===== config.mk =====
export PLATFORM = sky130hd
export DESIGN_NAME = multi_slot_job_timer
export DESIGN_NICKNAME = d
export VERILOG_FILES = /design/src/rtl/mjt_pkg.sv /design/src/rtl/mjt_store.sv /design/src/rtl/mjt_unit.sv /design/src/rtl/multi_slot_job_timer.sv
export VERILOG_INCLUDE_DIRS = /design/src /design/src/rtl
export SDC_FILE = /design/constraint.sdc
export NUM_CORES = 1
export LEC_CHECK = 0
export BUFFER_PORTS_ARGS = -buffer_cell sky130_fd_sc_hd__buf_4
export CAP_MARGIN = 20
export CELL_PAD_IN_SITES_DETAIL_PLACEMENT = 1
export CELL_PAD_IN_SITES_GLOBAL_PLACEMENT = 1
export CORE_ASPECT_RATIO = 0.8
export CORE_MARGIN = 5
export CORE_UTILIZATION = 50
export DETAILED_ROUTE_END_ITERATION = 16
export PLACE_DENSITY_LB_ADDON = 0.1
export SLEW_MARGIN = 10
export SYNTH_ARGS = -nofsm -noshare
export SYNTH_HDL_FRONTEND = slang
export SYNTH_HIERARCHICAL = 1
export SYNTH_SLANG_ARGS = --single-unit

===== constraint.sdc =====
create_clock -name clk -period 4.2 [get_ports clk]
set_input_delay 0.21 -clock clk [delete_from_list [all_inputs] [get_ports clk]]
set_output_delay 0.21 -clock clk [all_outputs]
set_load 0.01 [all_outputs]

===== src/rtl/multi_slot_job_timer_macros.svh =====
// assertion macros for the multi-slot job timer
`ifndef MULTI_SLOT_JOB_TIMER_MACROS_SVH
`define MULTI_SLOT_JOB_TIMER_MACROS_SVH

// same-cycle implication, sampled on clk, off during reset
`define MJT_ASSERT_NOW(label, ante, cons, msg) \
	label: assert property (@(posedge clk) disable iff (!arst_n) (ante) |-> (cons)) \
		else $error(msg);

// next-cycle implication, sampled on clk, off during reset
`define MJT_ASSERT_NEXT(label, ante, cons, msg) \
	label: assert property (@(posedge clk) disable iff (!arst_n) (ante) |=> (cons)) \
		else $error(msg);

`endif


===== src/rtl/mjt_pkg.sv =====
// shared codes and types for the multi-slot job timer
`timescale 1ns / 1ps

package mjt_pkg;

	localparam logic [1:0] K_TICK   = 2'd0;
	localparam logic [1:0] K_ADD    = 2'd1;
	localparam logic [1:0] K_CANCEL = 2'd2;
	localparam logic [1:0] K_REAP   = 2'd3;

	localparam logic [1:0] COND_NONE      = 2'd0;
	localparam logic [1:0] COND_RUNNING   = 2'd1;
	localparam logic [1:0] COND_CANCELLED = 2'd2;
	localparam logic [1:0] COND_OVER      = 2'd3;

	localparam logic [2:0] ST_OK        = 3'd0;
	localparam logic [2:0] ST_INVALID   = 3'd1;
	localparam logic [2:0] ST_NOSPACE   = 3'd2;
	localparam logic [2:0] ST_CANCELLED = 3'd3;
	localparam logic [2:0] ST_BUSY      = 3'd4;
	localparam logic [2:0] ST_RUNNING   = 3'd5;

	localparam int MAX_RESULTS = 16;
	localparam int SLOT_OUT_W  = 4;

	typedef struct packed {
		logic rd_en;
		logic wr_en;
		logic use_set;
		logic use_clr;
	} mem_ctl_t;

	typedef struct packed {
		logic       wr;
		logic       use_clr;
		logic       fire;
		logic [1:0] cond;
		logic [2:0] status;
	} unit_res_t;

endpackage


===== src/rtl/mjt_store.sv =====
// slot table storage: per-slot memory and in-use flags
`timescale 1ns / 1ps

module mjt_store
	import mjt_pkg::*;
#(
	parameter int SLOT_COUNT  = 16,
	parameter int PERIOD_BITS = 15
) (
	input  logic                                            clk,
	input  logic                                            arst_n,
	input  mem_ctl_t                                        ctl,
	input  logic [((SLOT_COUNT > 1) ? $clog2(SLOT_COUNT) : 1)-1:0] rd_addr,
	input  logic [((SLOT_COUNT > 1) ? $clog2(SLOT_COUNT) : 1)-1:0] wr_addr,
	input  logic [3+2*PERIOD_BITS-1:0]                      wr_data,
	output logic [3+2*PERIOD_BITS-1:0]                      rd_data,
	output logic [SLOT_COUNT-1:0]                           in_use
);

	localparam int EW = 3 + 2 * PERIOD_BITS;

	logic [EW-1:0] mem [SLOT_COUNT];
	logic [EW-1:0] rd_q;
	logic [SLOT_COUNT-1:0] in_use_q;

	always_ff @(posedge clk) begin
		if (ctl.wr_en) begin
			mem[wr_addr] <= wr_data;
		end
		if (ctl.rd_en) begin
			rd_q <= mem[rd_addr];
		end
	end

	always_ff @(posedge clk or negedge arst_n) begin
		if (!arst_n) begin
			in_use_q <= '0;
		end else if (ctl.use_set) begin
			in_use_q[wr_addr] <= 1'b1;
		end else if (ctl.use_clr) begin
			in_use_q[wr_addr] <= 1'b0;
		end
	end

	assign rd_data = rd_q;
	assign in_use  = in_use_q;

endmodule


===== src/rtl/mjt_unit.sv =====
// shared slot evaluation unit: countdown step, cancel and reap checks
`timescale 1ns / 1ps

module mjt_unit
	import mjt_pkg::*;
#(
	parameter int PERIOD_BITS = 15
) (
	input  logic [1:0]             op,
	input  logic                   use_ok,
	input  logic [1:0]             cond,
	input  logic                   rep,
	input  logic [PERIOD_BITS-1:0] period,
	input  logic [PERIOD_BITS-1:0] rem,
	output logic [PERIOD_BITS-1:0] nxt_rem,
	output unit_res_t              res
);

	logic                   act;
	logic [PERIOD_BITS-1:0] dec;

	assign act = use_ok && (cond == COND_RUNNING) && (rem != '0);
	assign dec = PERIOD_BITS'(rem - 1'b1);

	always_comb begin
		res         = '0;
		res.cond    = cond;
		res.status  = ST_OK;
		nxt_rem     = rem;
		unique case (op)
			K_TICK: begin
				res.wr   = act;
				nxt_rem  = dec;
				res.fire = act && (dec == '0);
				if (res.fire) begin
					if (rep) begin
						nxt_rem = period;
					end else begin
						res.cond = COND_OVER;
					end
				end
			end
			K_CANCEL: begin
				if (!use_ok) begin
					res.status = ST_INVALID;
				end else if (cond == COND_CANCELLED) begin
					res.status = ST_CANCELLED;
				end else if (cond == COND_OVER) begin
					res.status = ST_BUSY;
				end else begin
					res.wr   = 1'b1;
					res.cond = COND_CANCELLED;
				end
			end
			K_REAP: begin
				if (!use_ok) begin
					res.status = ST_INVALID;
				end else if (rep) begin
					res.status = ST_BUSY;
				end else if (cond == COND_RUNNING) begin
					res.status = ST_RUNNING;
				end else begin
					res.use_clr = 1'b1;
					res.cond    = COND_NONE;
				end
			end
			default: begin
				res.status = ST_OK;
			end
		endcase
	end

endmodule


===== src/rtl/multi_slot_job_timer.sv =====
// top level of the multi-slot job timer: command sequencer and result register
// tick: one slot per cycle through the shared unit and the slot memory
// add: free-slot walk from slot 0; a negative period is answered from idle with no walk
// cancel and reap: memory read, then evaluate and write back
// results appear at most one per cycle on valid and cannot be stalled; busy is low when idle
// reset clears the sequencer and all in-use flags; slot contents are written by add
`timescale 1ns / 1ps

module multi_slot_job_timer
	import mjt_pkg::*;
#(
	parameter int SLOT_COUNT  = 16,
	parameter int PERIOD_BITS = 15
) (
	input  logic                  clk,
	input  logic                  arst_n,
	input  logic                  start,
	output logic                  busy,
	input  logic [1:0]            kind,
	input  logic signed [15:0]    period,
	input  logic                  repeating,
	input  logic [7:0]            slot_id,
	output logic                  valid,
	output logic [2:0]            status,
	output logic [SLOT_OUT_W-1:0] slot,
	output logic                  fired,
	output logic                  last
);

`include "multi_slot_job_timer_macros.svh"

	localparam int IW = (SLOT_COUNT > 1) ? $clog2(SLOT_COUNT) : 1;
	localparam int EW = 3 + 2 * PERIOD_BITS;
	localparam int CW = $clog2(MAX_RESULTS + 1);
	localparam logic [IW-1:0] LAST_IDX = IW'(SLOT_COUNT - 1);
	localparam logic [31:0] PMAX = 32'((64'd1 << PERIOD_BITS) - 64'd1);

	typedef enum logic [5:0] {
		S_IDLE = 6'b000001,
		S_FIND = 6'b000010,
		S_LOOK = 6'b000100,
		S_EVAL = 6'b001000,
		S_TICK = 6'b010000,
		S_FIN  = 6'b100000
	} state_t;

	state_t state_q, state_d;

	logic [1:0]             kind_q;
	logic [PERIOD_BITS-1:0] period_q;
	logic                   rep_q;
	logic [7:0]             id_q;
	logic [IW-1:0]          idx_q;
	logic [IW-1:0]          idx_s1;
	logic                   ev_s1;
	logic                   rdng_q;
	logic                   hold_q;
	logic [IW-1:0]          hold_slot_q;
	logic [CW-1:0]          cnt_q;

	logic                   valid_q;
	logic [2:0]             status_q;
	logic [SLOT_OUT_W-1:0]  slot_q;
	logic                   fired_q;
	logic                   last_q;

	logic                   emit;
	logic [2:0]             e_status;
	logic [SLOT_OUT_W-1:0]  e_slot;
	logic                   e_fired;
	logic                   e_last;

	logic [31:0]            p32;
	logic [31:0]            p_sat;
	logic [IW-1:0]          id_idx;
	logic                   id_ok;
	logic                   use_ok;
	logic                   fire_take;

	mem_ctl_t               ctl;
	logic [IW-1:0]          rd_addr;
	logic [IW-1:0]          wr_addr;
	logic [EW-1:0]          wr_data;
	logic [EW-1:0]          rd_data;
	logic [SLOT_COUNT-1:0]  in_use;

	logic [1:0]             r_cond;
	logic                   r_rep;
	logic [PERIOD_BITS-1:0] r_period;
	logic [PERIOD_BITS-1:0] r_rem;
	logic [PERIOD_BITS-1:0] nxt_rem;
	unit_res_t              ur;

	assign p32   = {16'd0, period};
	assign p_sat = (p32 > PMAX) ? PMAX : p32;

	assign id_idx = id_q[IW-1:0];
	assign id_ok  = (id_q < 8'(SLOT_COUNT)) && in_use[id_idx];
	assign use_ok = (state_q == S_TICK) ? in_use[idx_s1] : id_ok;

	assign {r_cond, r_rep, r_period, r_rem} = rd_data;

	mjt_store #(
		.SLOT_COUNT  (SLOT_COUNT),
		.PERIOD_BITS (PERIOD_BITS)
	) u_store (
		.clk     (clk),
		.arst_n  (arst_n),
		.ctl     (ctl),
		.rd_addr (rd_addr),
		.wr_addr (wr_addr),
		.wr_data (wr_data),
		.rd_data (rd_data),
		.in_use  (in_use)
	);

	mjt_unit #(
		.PERIOD_BITS (PERIOD_BITS)
	) u_unit (
		.op      (kind_q),
		.use_ok  (use_ok),
		.cond    (r_cond),
		.rep     (r_rep),
		.period  (r_period),
		.rem     (r_rem),
		.nxt_rem (nxt_rem),
		.res     (ur)
	);

	assign fire_take = ev_s1 && ur.fire && (cnt_q < CW'(MAX_RESULTS));

	always_comb begin
		ctl     = '0;
		rd_addr = idx_q;
		wr_addr = idx_q;
		wr_data = {ur.cond, r_rep, r_period, nxt_rem};
		state_d = state_q;
		emit     = 1'b0;
		e_status = ST_OK;
		e_slot   = '0;
		e_fired  = 1'b0;
		e_last   = 1'b1;
		unique case (state_q)
			S_IDLE: begin
				if (start) begin
					unique case (kind)
						K_TICK: state_d = S_TICK;
						K_ADD: begin
							if (period[15]) begin
								emit     = 1'b1;
								e_status = ST_INVALID;
							end else begin
								state_d = S_FIND;
							end
						end
						default: state_d = S_LOOK;
					endcase
				end
			end
			S_FIND: begin
				if (!in_use[idx_q]) begin
					ctl.wr_en   = 1'b1;
					ctl.use_set = 1'b1;
					wr_data     = {COND_RUNNING, rep_q, period_q, period_q};
					emit        = 1'b1;
					e_slot      = SLOT_OUT_W'(idx_q);
					state_d     = S_IDLE;
				end else if (idx_q == LAST_IDX) begin
					emit     = 1'b1;
					e_status = ST_NOSPACE;
					state_d  = S_IDLE;
				end
			end
			S_LOOK: begin
				ctl.rd_en = 1'b1;
				rd_addr   = id_idx;
				state_d   = S_EVAL;
			end
			S_EVAL: begin
				ctl.wr_en   = ur.wr;
				ctl.use_clr = ur.use_clr;
				wr_addr     = id_idx;
				emit        = 1'b1;
				e_status    = ur.status;
				state_d     = S_IDLE;
			end
			S_TICK: begin
				ctl.rd_en = rdng_q;
				rd_addr   = idx_q;
				wr_addr   = idx_s1;
				ctl.wr_en = ev_s1 && ur.wr;
				if (fire_take && hold_q) begin
					emit    = 1'b1;
					e_slot  = SLOT_OUT_W'(hold_slot_q);
					e_fired = 1'b1;
					e_last  = 1'b0;
				end
				if (ev_s1 && !rdng_q) begin
					state_d = S_FIN;
				end
			end
			S_FIN: begin
				emit    = 1'b1;
				e_slot  = hold_q ? SLOT_OUT_W'(hold_slot_q) : '0;
				e_fired = hold_q;
				state_d = S_IDLE;
			end
			default: state_d = S_IDLE;
		endcase
	end

	always_ff @(posedge clk or negedge arst_n) begin
		if (!arst_n) begin
			state_q <= S_IDLE;
			valid_q <= 1'b0;
			ev_s1   <= 1'b0;
			rdng_q  <= 1'b0;
			hold_q  <= 1'b0;
			cnt_q   <= '0;
			idx_q   <= '0;
		end else begin
			state_q <= state_d;
			valid_q <= emit;
			if (state_q == S_IDLE) begin
				idx_q  <= '0;
				ev_s1  <= 1'b0;
				rdng_q <= 1'b1;
				hold_q <= 1'b0;
				cnt_q  <= '0;
			end else if (state_q == S_FIND) begin
				idx_q <= IW'(idx_q + 1'b1);
			end else if (state_q == S_TICK) begin
				ev_s1 <= rdng_q;
				if (rdng_q) begin
					if (idx_q == LAST_IDX) begin
						rdng_q <= 1'b0;
					end else begin
						idx_q <= IW'(idx_q + 1'b1);
					end
				end
				if (fire_take) begin
					hold_q <= 1'b1;
					cnt_q  <= CW'(cnt_q + 1'b1);
				end
			end
		end
	end

	always_ff @(posedge clk) begin
		if (state_q == S_IDLE && start) begin
			kind_q   <= kind;
			period_q <= p_sat[PERIOD_BITS-1:0];
			rep_q    <= repeating;
			id_q     <= slot_id;
		end
		if (state_q == S_TICK && rdng_q) begin
			idx_s1 <= idx_q;
		end
		if (fire_take) begin
			hold_slot_q <= idx_s1;
		end
		status_q <= e_status;
		slot_q   <= e_slot;
		fired_q  <= e_fired;
		last_q   <= e_last;
	end

	assign busy   = (state_q != S_IDLE);
	assign valid  = valid_q;
	assign status = status_q;
	assign slot   = slot_q;
	assign fired  = fired_q;
	assign last   = last_q;

	`MJT_ASSERT_NOW(a_mid_result_busy, valid && !last, busy, "non-final result while idle")
	`MJT_ASSERT_NOW(a_fire_only_tick, valid && fired, kind_q == K_TICK, "fired result outside tick")
	`MJT_ASSERT_NOW(a_cnt_bound, busy, cnt_q <= CW'(MAX_RESULTS), "fire count past limit")
	`MJT_ASSERT_NEXT(a_tick_quiet, start && !busy && kind == K_TICK, !valid && busy, "tick answered early")

endmodule

==> Word-level counts from Yosys, hierarchy flattened <==
Memory sizes are Yosys's and may differ from the RTL's. A register that Yosys moved wholly into a read port is not among the register bits.
Cells that the tools add are included.
{ "word_totals": {"register_bits": 78, "ramBits": 528, "n_memories": 1} }
{ "memory_table": {"columns": ["memory", "words", "width", "rd", "rd_clocked_by_memory_dff", "write_ports", "line_no", "text"], "rows": [
  ["u_store.mem", 16, 33, 1, 1, 1, "mjt_store.sv:22", "logic [EW-1:0] mem [SLOT_COUNT];"]
]} }
{ "op_classes": {"reduce_logical": 27, "n_mux": 97, "n_lt_le_gt_ge": 8, "n_eq_ne": 20, "bitwise_logic": 3, "n_addsub": 3} }
{ "op_table": {"columns": ["operator", "count"], "rows": [
  ["$mux W33", 2],
  ["$mux W15", 3],
  ["$mux W1", 39],
  ["$mux W4", 9],
  ["$mux W16", 2],
  ["$mux W6", 5],
  ["$pmux W6 S4", 1],
  ["$mux W3", 7],
  ["$lt A4 B5 Y1 const B", 4],
  ["$mux W2", 10],
  ["$mux W5", 4],
  ["$and A16 B16 Y16", 1],
  ["$gt A16 B15 Y1 const B", 1],
  ["$not A16 Y16", 1],
  ["$or A16 B16 Y16", 1],
  ["$logic_not A15 Y1", 1],
  ["$reduce_bool A15 Y1", 1],
  ["$sub A15 B1 Y15 const B", 1],
  ["$bmux W1 S4", 3],
  ["$logic_and A1 B1 Y1", 12],
  ["$pmux W4 S3", 1],
  ["$pmux W6 S2", 1],
  ["$pmux W3 S3", 1],
  ["$eq A2 B2 Y1 const B", 4],
  ["32 further kinds", 43]
]} }

==> Longest topological paths before layout <==
Gate-level depths: netlist of the first run.
{ "logic_depth": {"depth_word": 14, "depth_mapped": 15} }

==> Hierarchy <==
The synthesis of the first run kept the hierarchy.
{ "modules_own_cells": {"columns": ["mod", "seq_area_each_um2", "n_inst", "cells_each", "area_each_um2"], "rows": [
  ["mjt_store", 17246.5, 1, 930, 21602.0],
  ["multi_slot_job_timer", 1677.9, 1, 263, 3329.4],
  ["mjt_unit", 0.0, 1, 145, 967.2]
]} }

==> Worst setup path after synthesis of the first run <==
OpenSTA, ideal clock, no wires.
{ "synth_timing": {"path_kind": "reg-to-reg", "start": "reg state_q[1]", "end": "mem u_store/mem[2][0] (netlist name), enable pin", "arrival_ns": 4.236, "setup_time_ns": 0.423, "path_slack_ns": -0.459, "period_less_slack_ns": 4.659, "required_time_ns": 3.777, "stages_incl_launch_ff": 13, "path_cell_list": "dfrtp_1 > nor4_1 > nand2_1 > o21ai_0 > nand3b_1 > a41o_2 > nor2_1 > a31oi_1 > nor2_1 > inv_1 > o21ai_0 > nand3b_1 > nor2_1"} }
{ "synth_lines": {"columns": ["item", "line_no", "text"], "rows": [
  ["start, declared", "multi_slot_job_timer.sv:47", "state_t state_q, state_d;"],
  ["start signal, assigned", "multi_slot_job_timer.sv:222", "state_q <= state_d;"],
  ["end, declared", "mjt_store.sv:22", null]
]} }

==> results of run 1 <==
-- worst reg2reg max path: cells and delay by family, from the launching register on --
| kind | cells | cell delay [ns] |
|---|---|---|
| buf+inv | 4 | 0.77 |
| flops | 1 | 0.54 |
| compound gates | 4 | 0.89 |
| mux | 3 | 0.75 |
| simple gates | 5 | 0.77 |
-- layout by cell type (no fill, tap or decap), drive strengths merged, types with 9 or more instances in the layout --
cell	instances
edfxtp	595
mux4	144
buf	110
clkbuf	71
a22oi	67
nand2	67
nor2	47
o21ai	45
mux2	38
dfrtp	34
dlygate4sd3	28
clkinv	28
inv	20
or2	18
a21oi	13
and3	11
nor4	11
mux2i	10
nand3	10
dfxtp	9
nand3b	9
-- power groups by stage --
| stage | Sequential, uW | Clock, uW | Combinational, uW |
|---|---|---|---|
| 3_5_place_dp | 7720 | 0 | 3350 |
| 2_1_floorplan | 7590 | 0 | 2220 |
| 3_3_place_gp | 7710 | 0 | 3320 |
| 6_report | 7580 | 5540 | 3380 |
| 4_1_cts | 7580 | 5640 | 3380 |
| 5_1_grt | 7600 | 5950 | 3560 |
-- flip-flops by register name, indices dropped and copies added (netlist names), 2 cells and up, named ones only --
name / count
u_store/mem: 528
u_store/rd_data: 33
period_q: 15
id_q: 8
state_q: 6
cnt_q: 5
hold_slot_q: 4
idx_q: 4
idx_s1: 4
slot: 4
status: 3
kind_q: 2
-- metrics by stage --
stage / TNS (ns) / util [%] / hold WS [ns] / area, sq um
after floorplan: -220.00 / - / -0.08559 / 25900
after global placement: 0 / 53.89 / 0.1963 / 27590
after detailed placement: 0 / 53.89 / 0.2041 / 27590
after CTS: 0 / 58.37 / 0.01018 / 29880
after global routing: 0 / 58.37 / 0.03643 / 29890
final: 0 / 58.38 / 0.02433 / 29890
-- layer usage --
layer  track usage, %  up-vias
met3            5.266       82
met4            5.369        2
met1            37.50     7335
met5           0.9009        -
met2            36.01      581
li1                 -     5789
-- area by class of cell --
cell class                 count  area, sq um  area share [%]
sequential                   639        18920           63.31
timing repair buffer         138         1394           4.663
clock buffer                  71         1585           5.303
clock inverter                43        425.4           1.423
antenna                        1        2.502        0.008372
inverter                      17        63.81          0.2135
tap                          684        855.8           2.863
multi-input combinational    608         6640           22.21
-- cell families after synthesis --
family	after synthesis	share of synthesized area (%)
muxes	192	14.82
and+or+nand+nor	227	4.725
adders and majority gates	5	0.2416
DFF	639	73.07
AOI/OAI and AO/OA	176	4.807
buffers and inverters	91	2.034
xor gates and xnor gates	8	0.2996
-- what timing repair did --
| action | in CTS | in global routing |
|---|---|---|
| hold buffers | 28 | 0 |
| resized for setup | 1 | 1 |
| endpoints found under the hold margin | 66 | 0 |
| endpoints found under the setup margin | 87 | 278 |
-- how the worst max path moves through the flow --
stage	end	depth (start not counted)	slack (ns)
after floorplan	u_store/mem[2][0]	12	-0.46
after global routing	u_store/mem[3][20]	17	0.003
after detailed placement	u_store/mem[12][21]	16	0.02
final	u_store/mem[12][7]	16	0.18
after CTS	u_store/mem[12][17]	16	0.14
after global placement	u_store/mem[12][25]	16	0.04
==> qor.yml, run 1 <==
critical_path_buf_inv_count: 4
drive_gt1_share_pct: 27.97
drc_errors: 0
drt-total-wl_um: 67870
cp-start-kind: "register"
antenna_found_initial: 2
synth_top_cell_by_area: "edfxtp_1"
die_w_um: 264.5
via_count: 13790
wl_met1_um: 30600
ys_types: 79
clk_latency_ns: 0.64
reg2reg_slack_ns: 0.18
synthCells: 1338
ys_seq_elements: 639
hp-start: "period[15]"
io_pins: 41
finalSetupViolCount: 0
swShare_pct: 27.91
maxCapViolCount: 0
cts_setup_buffers: 0
switchingPower_uw: 4605
relSlewSlack_pct: 35.48
top_layer: "met5"
min_path_type: "primary input to register"
p_int_uw: 11890
fin_skew_ns: 0.03129
outcome: "finished clean"
drtAntennaViolNets: 0
place_congestion: 0.8280
stdcell_count: 2201
syn_area_per_cell_sq_um: 19.36
fillCellCount: 4368
synth_common_cells: "595 x edfxtp_1, 128 x mux4_2, 67 x a22oi_1, 67 x nand2_1, 47 x nor2_1"
start_util_pct: 50.58
tightestPinTransition_ns: 0.9643
synth_nets: 1373
worst_path_most_repeated_cell: "buf_4"
cts_max_level: 2
whs_endpoint: "status[0]"
r2r_end: "u_store/mem[12][7]"
finalMaxSlewViolations: 0
grt.total_usage_pct: 24.22
seq_area_frac_synth_pct: 73.07
setup_ws_ns: 0.1789
dp_slack_ns: 0.02019
period_share_pct: 95.74
cts_tree: "built"
fp.dieH_um: 213.6
synth_edf_count: 595
ir_drop_mv: 0.4072
rsz0062_at_grt: "no"
route.met2.wl_um: 30240
critical_path.endpoint_type: "register"
synth_async_sr_flop_share_pct: 5.477
port_buffers: 40
critPathMaxFanout: 14
cts_sinks: 639
p_seq_share_pct: 46.0
core_sq_um: 51200
critical_path_required_ns: 4.51
placed_cells: 2058
p_comb_share_pct: 20.5
fp-row-count: 74
avgRoutedWirePerCell_um: 30.84
drt-initial-drc-count: 1399
worstSetupPathType: "register to register"
hold_path_depth: 3
cpLargestDelayFamily: "compound AO/OA/AOI/OAI gates"
vias_per_cell: 6.265
finalCriticalPeriod_ns: 4.021
dr_wl_met3_um: 5761
fp.dieArea_sq_um: 56480
cts.path.max_buffers: 3
crit_path_max_incr_delay_ns: 0.54
dp_hpwl_um: 43890
clock_power_share_pct: 33.6
reg2regPathDepth: 16
grt_overflow: 0
cts_buffers: 61
synth_area_leaders: "edfxtp_1 69%, mux4_2 11%, dfrtp_1 3.3%, a22oi_1 1.9%, mux4_1 1.6%"
crit_chain: "mux4_2 -> mux2i_1 -> mux2_2 -> o21ai_0 -> buf_4 -> nand3b_1 -> a41o_2 -> nor2_1 -> a31oi_1 -> nor2_1 -> inv_1 -> o21ai_2 -> buf_4 -> nand2_1 -> nor2_4 -> buf_4"
grt_max_degree: 41
first_pass_iters: 5
crit_arrival_ns: 4.34
yosysMostFrequentCell: "edfxtp_1"
path_clk_slew_ns: 0.06
hold_violations: 0
cts_root_buf: "clkbuf_16"
area_growth_pct: 15.42
synth.cell_area_sq_um: 25900
pwr_density_cell_nw_per_um2: 552.0
crit_start: "idx_s1[0]"
grt_pass1_wl_um: 99720
slowest_stage: "edfxtp_1"
power_leakage_uw: 0.009580
total_power_uw: 16500
yosysWarnings: 6
synth_ff_type: "edfxtp_1"
final_nets: 1500
grt_pass1_vias: 14180
synth_top_area_share_pct: 68.99
regToRegStartpoint: "idx_s1[0]"
timing.fmax_ghz: 0.2487
(Power assumes the default switching activity.)
==> run 2: changes to the inputs <==
- CORE_UTILIZATION: 50 -> 33
==> run 2 against run 1 <==
Sequential share of layout area down 1.7 points. Maximum frequency up 1.9%. Clock skew up 0.0013 ns. Design area up 2.7%. Global-route usage down 6.7 points. Via count down 0.96%. Largest power group unchanged. Register-to-register slack better by 0.08 ns. Final cell count up 17%. Total power up 4.6%. Die area up 49%. Non-clock buffer count up 19. Setup slack better by 0.076 ns. Highest routed layer is now met4.
==> qor.yml, run 2 (synthesis gave the netlist of run 1 again) <==
slowest_stage: "edfxtp_1"
area_growth_pct: 18.57
via_count: 13660
crit_start: "idx_s1[0]"
cts.path.max_buffers: 3
ir_drop_mv: 0.3786
core_sq_um: 77420
timing.fmax_ghz: 0.2535
period_share_pct: 93.93
place_congestion: 0.7679
drtAntennaViolNets: 0
pwr_density_cell_nw_per_um2: 562.1
crit_path_max_incr_delay_ns: 0.55
setup_ws_ns: 0.2549
multi_input_area_sq_um: 6645
relSlewSlack_pct: 34.73
fin_skew_ns: 0.03261
cts_sinks: 639
reg2regPathDepth: 16
clk_latency_ns: 0.63
drive_gt1_share_pct: 29.54
start_util_pct: 33.45
regToRegStartpoint: "idx_s1[0]"
port_buffers: 40
worstSetupPathType: "register to register"
vias_per_cell: 5.308
grt_overflow: 0
fp.dieH_um: 260.6
grt.total_usage_pct: 17.52
power_leakage_uw: 0.009817
stdcell_count: 2573
path_clk_slew_ns: 0.07
worst_path_most_repeated_cell: "buf_4"
largest_register_ffs: 528
grt_max_degree: 39
p_comb_share_pct: 20.5
drt-total-wl_um: 73790
io_pins: 41
drc_errors: 0
cts_tree: "built"
finalSetupViolCount: 0
die_w_um: 323.2
crit_arrival_ns: 4.22
grt_pass1_wl_um: 105400
cts_max_level: 3
grt_pass1_vias: 13990
placed_area_sq_um: 28110
final_util_pct: 39.66
cts_root_buf: "clkbuf_16"
critPathMaxFanout: 15
regArea_sq_um: 18920
cts_buffers: 70
avgRoutedWirePerCell_um: 28.68
p_int_uw: 12410
crit_chain: "mux4_2 -> mux2i_1 -> mux2_2 -> o21ai_2 -> nand3b_1 -> a41o_2 -> nor2_1 -> a31oi_1 -> nor2_1 -> inv_1 -> o21ai_1 -> buf_4 -> nand3b_1 -> buf_4 -> nor2_4 -> buf_4"
placed_cells: 2414
fp-row-count: 91
min_path_type: "primary input to asynchronous set/reset pin"
antenna_found_initial: 5
final_nets: 1528
hold_violations: 0
rsz0062_at_grt: "no"
swShare_pct: 28.08
cp-start-kind: "register"
finalCriticalPeriod_ns: 3.945
final_common_cell: "edfxtp_1"
fin_tns_setup_ns: 0
maxCapViolCount: 0
outcome: "finished clean"
switchingPower_uw: 4847
regMostFlops: "u_store/mem"
finalMaxSlewViolations: 0
fp.dieArea_sq_um: 84220
dp_hpwl_um: 48880
dp_slack_ns: -0.3878
final_design_area_no_fill_sq_um: 30710
fillCellCount: 7518
critical_path_required_ns: 4.48
mostFrequentLayoutCells: "595 x edfxtp_1, 128 x mux4_2, 109 x buf_4, 72 x clkbuf_16, 67 x a22oi_1"
first_pass_iters: 5
p_seq_share_pct: 43.9
critical_path.endpoint_type: "register"
tightestPinTransition_ns: 0.9756
drt-initial-drc-count: 1222
clock_power_share_pct: 35.6
run 2: cell types whose count changed in the layout (fill, tap and decap cells not counted), sizes merged:
cell / before / now
clkinvlp: 5 / 3
clkinv: 28 / 32
buf: 110 / 129
inv: 20 / 19
clkbuf: 71 / 82
diode: 1 / 3
run 2: critical path: cells and delay by family (launching register included):
kind                   cells  cell delay, ns
buffers and inverters      4            0.82
AND/OR/NAND/NOR            5            0.56
flip-flops                 1            0.55
multiplexers               3            0.78
AO/OA/AOI/OAI              4            0.88
run 2: final timing paths:
path | slack (ns) | endpoint
max reg2reg | 0.25 | u_store/mem[1][9]
min reg2reg | 0.46 | slot[3]
max | 0.25 | u_store/mem[1][9]
max in group asynchronous | 3.71 | state_q[0]
min in group clk | 0.19 | period_q[10]
min | 0.11 | asynchronous set/reset pin
run 2: what timing repair did:
item                       4_1_cts  5_1_grt
setup buffers                    0        2
resized for setup                3        1
pin swaps                        0        0
setup endpoints to repair      528      226
gates cloned                     0        0
hold buffers                    28        0
hold endpoints to repair        64        0
run 2: through the flow:
step	hold slack (ns)	power [uW]
floorplan	-0.08559	9810
global route	0.1269	17990
finish	0.1145	17260
CTS	0.09245	17530
global placement	0.2142	11260
detailed placement	0.2191	11280
run 2: power groups by stage:
stage / Clock (uW) / Combinational [uW] / Sequential [uW]
2_1_floorplan: 0 / 2220 / 7590
3_3_place_gp: 0 / 3550 / 7710
3_5_place_dp: 0 / 3570 / 7710
4_1_cts: 6360 / 3600 / 7580
5_1_grt: 6630 / 3770 / 7590
6_report: 6150 / 3540 / 7570
run 2: cell type report:
| type | instances | area share (%) |
|---|---|---|
| Clock inverter | 44 | 1.463 |
| Clock buffer | 82 | 5.989 |
| Tap cell | 1023 | 4.168 |
| Inverter | 17 | 0.2078 |
| Antenna cell | 3 | 0.02445 |
| Sequential cell | 639 | 61.63 |
| Multi-Input combinational cell | 608 | 21.64 |
| Timing Repair Buffer | 157 | 4.881 |
run 2: per-layer routing:
| layer | vias to the layer above | wire [um] | GRT usage [%] |
|---|---|---|---|
| met4 | 0 | 1298 | 3.810 |
| met5 | - | 0 | 0 |
| li1 | 5864 | - | - |
| met1 | 7371 | 38130 | 28.70 |
| met2 | 344 | 30280 | 24.01 |
| met3 | 78 | 4080 | 3.226 |
==> run 3: changes to the inputs <==
- REMOVE_ABC_BUFFERS: unset -> 1
==> run 3 against run 2 <==
Sequential power about the same. Sequential share of layout area grew 0.28 points. Clock power decreased by 2%. Sequential cell count did not move. Register-to-register slack about the same. Largest power group unchanged.
==> qor.yml, run 3 (synthesis gave the netlist of run 1 again) <==
outcome: "finished clean"
drive_gt1_share_pct: 28.33
cts_tree: "built"
via_count: 13390
power_leakage_uw: 0.009691
wl_met1_um: 34570
final_common_cell: "edfxtp_1"
drc_errors: 0
critical_path.endpoint_type: "register"
fillCellCount: 7411
drtAntennaViolNets: 0
grt_pass1_wl_um: 104400
hold_violations: 0
critical_path_required_ns: 4.48
cpLargestDelayFamily: "simple AND/OR/NAND/NOR gates"
route.met2.wl_um: 33150
cts_max_level: 3
start_util_pct: 33.45
final_nets: 1507
worstSetupPathType: "register to register"
stdcell_count: 2548
maxCapViolCount: 0
dr_wl_met3_um: 2268
finalSetupViolCount: 0
drt-initial-drc-count: 992
period_share_pct: 93.58
antenna_found_initial: 1
dp_hpwl_um: 45620
area_growth_pct: 18.04
clk_latency_ns: 0.61
cts_sinks: 639
core_sq_um: 77420
grt.total_usage_pct: 17.15
placed_cells: 2393
regMostFlops: "u_store/mem"
cts_buffers: 70
fin_skew_ns: 0.01940
total_power_uw: 16910
rsz0062_at_grt: "no"
drt-total-wl_um: 71440
path_clk_slew_ns: 0.06
grt_overflow: 0
crit_chain: "mux4_2 -> mux2i_1 -> mux2_2 -> o21ai_0 -> nand3b_1 -> a41o_2 -> nor2_1 -> a31oi_1 -> nor2_1 -> inv_1 -> o21ai_0 -> buf_4 -> nand3b_1 -> nor2_4 -> buf_4"
place_congestion: 0.7561
relSlewSlack_pct: 27.05
mostFrequentLayoutCells: "595 x edfxtp_1, 128 x mux4_2, 79 x buf_4, 70 x clkbuf_16, 67 x a22oi_1"
finalCriticalPeriod_ns: 3.930
top_layer: "met4"
crit_arrival_ns: 4.21
fp.dieArea_sq_um: 84220
slowest_stage: "edfxtp_1"
antenna_cells: 0
tightestPinTransition_ns: 1.094
critical_path_buf_inv_count: 3
grt_max_degree: 43
cp-start-kind: "register"
die_w_um: 323.2
ir_drop_mv: 0.2577
port_buffers: 40
avgRoutedWirePerCell_um: 28.04
first_pass_iters: 5
grt_pass1_vias: 14300
fp-row-count: 91
cts.path.max_buffers: 3
pwr_density_cell_nw_per_um2: 553.0
critPathMaxFanout: 16
cts_root_buf: "clkbuf_16"
vias_per_cell: 5.256
io_pins: 41
fp.dieH_um: 260.6
timing.fmax_ghz: 0.2544
finalMaxSlewViolations: 0
reg2reg_slack_ns: 0.27
largest_register_ffs: 528
crit_path_max_incr_delay_ns: 0.54
fin_tns_setup_ns: 0
min_path_type: "primary input to asynchronous set/reset pin"
[run 3: cell count changes in the layout (fill, tap and decap cells not counted), moves of 2 or more]
| cell | delta |
|---|---|
| clkinv_1 | -4 |
| inv_6 | +4 |
| buf_12 | +8 |
| clkbuf_16 | -2 |
| buf_4 | -30 |
| diode_2 | -3 |
| clkbuf_1 | +6 |
| o21ai_0 | +2 |
| clkinv_2 | -4 |
[run 3: path summary, 6_finish.rpt]
path                                       to            from  depth (start not counted)
setup / recovery           u_store/mem[1][24]       idx_s1[0]                         15
hold / removal                       idx_q[2]          arst_n                          2
setup reg to reg           u_store/mem[1][24]       idx_s1[0]                         15
hold reg to reg                       slot[3]  hold_slot_q[3]                          1
max in group asynchronous          state_q[0]          arst_n                          2
min in group clk                    status[0]      period[15]                          3
[run 3: power by group]
part	switching, uW	total, uW	internal (uW)
combinational	1910	3290	1390
clock	2510	6040	3530
sequential	190	7570	7380
[run 3: cell type report]
class / instances / area, sq um / area share [%]
Timing Repair Buffer: 136 / 1445 / 4.727
Clock inverter: 38 / 390.4 / 1.277
Tap cell: 1023 / 1280 / 4.187
Multi-Input combinational cell: 608 / 6641 / 21.72
Sequential cell: 639 / 18920 / 61.90
Inverter: 17 / 63.81 / 0.2087
Clock buffer: 87 / 1826 / 5.971
[run 3: repair_timing]
action	in CTS	in global routing
hold endpoints to repair	65	0
setup buffers	0	2
setup endpoints to repair	0	88
resized for setup	0	2
hold buffers	28	0
[run 3: layer usage]
metal  global-route usage (%)  vias to the layer above
met2                    26.82                      251
met4                    4.341                        0
li1                         -                     5797
met5                        0                        -
met1                    25.45                     7255
met3                    2.427                       90
[run 3: through the flow]
step	util, %	cell area (sq um)	setup slack [ns]	hold WS [ns]
6_report	39.48	30570	0.2696	0.09683
3_3_place_gp	36.23	28050	0.1765	0.2095
2_1_floorplan	-	25440	-0.6724	-0.08559
3_5_place_dp	36.23	28050	0.2411	0.2154
4_1_cts	39.45	30550	0.1838	0.09941
5_1_grt	39.48	30570	0.0006954	0.1330
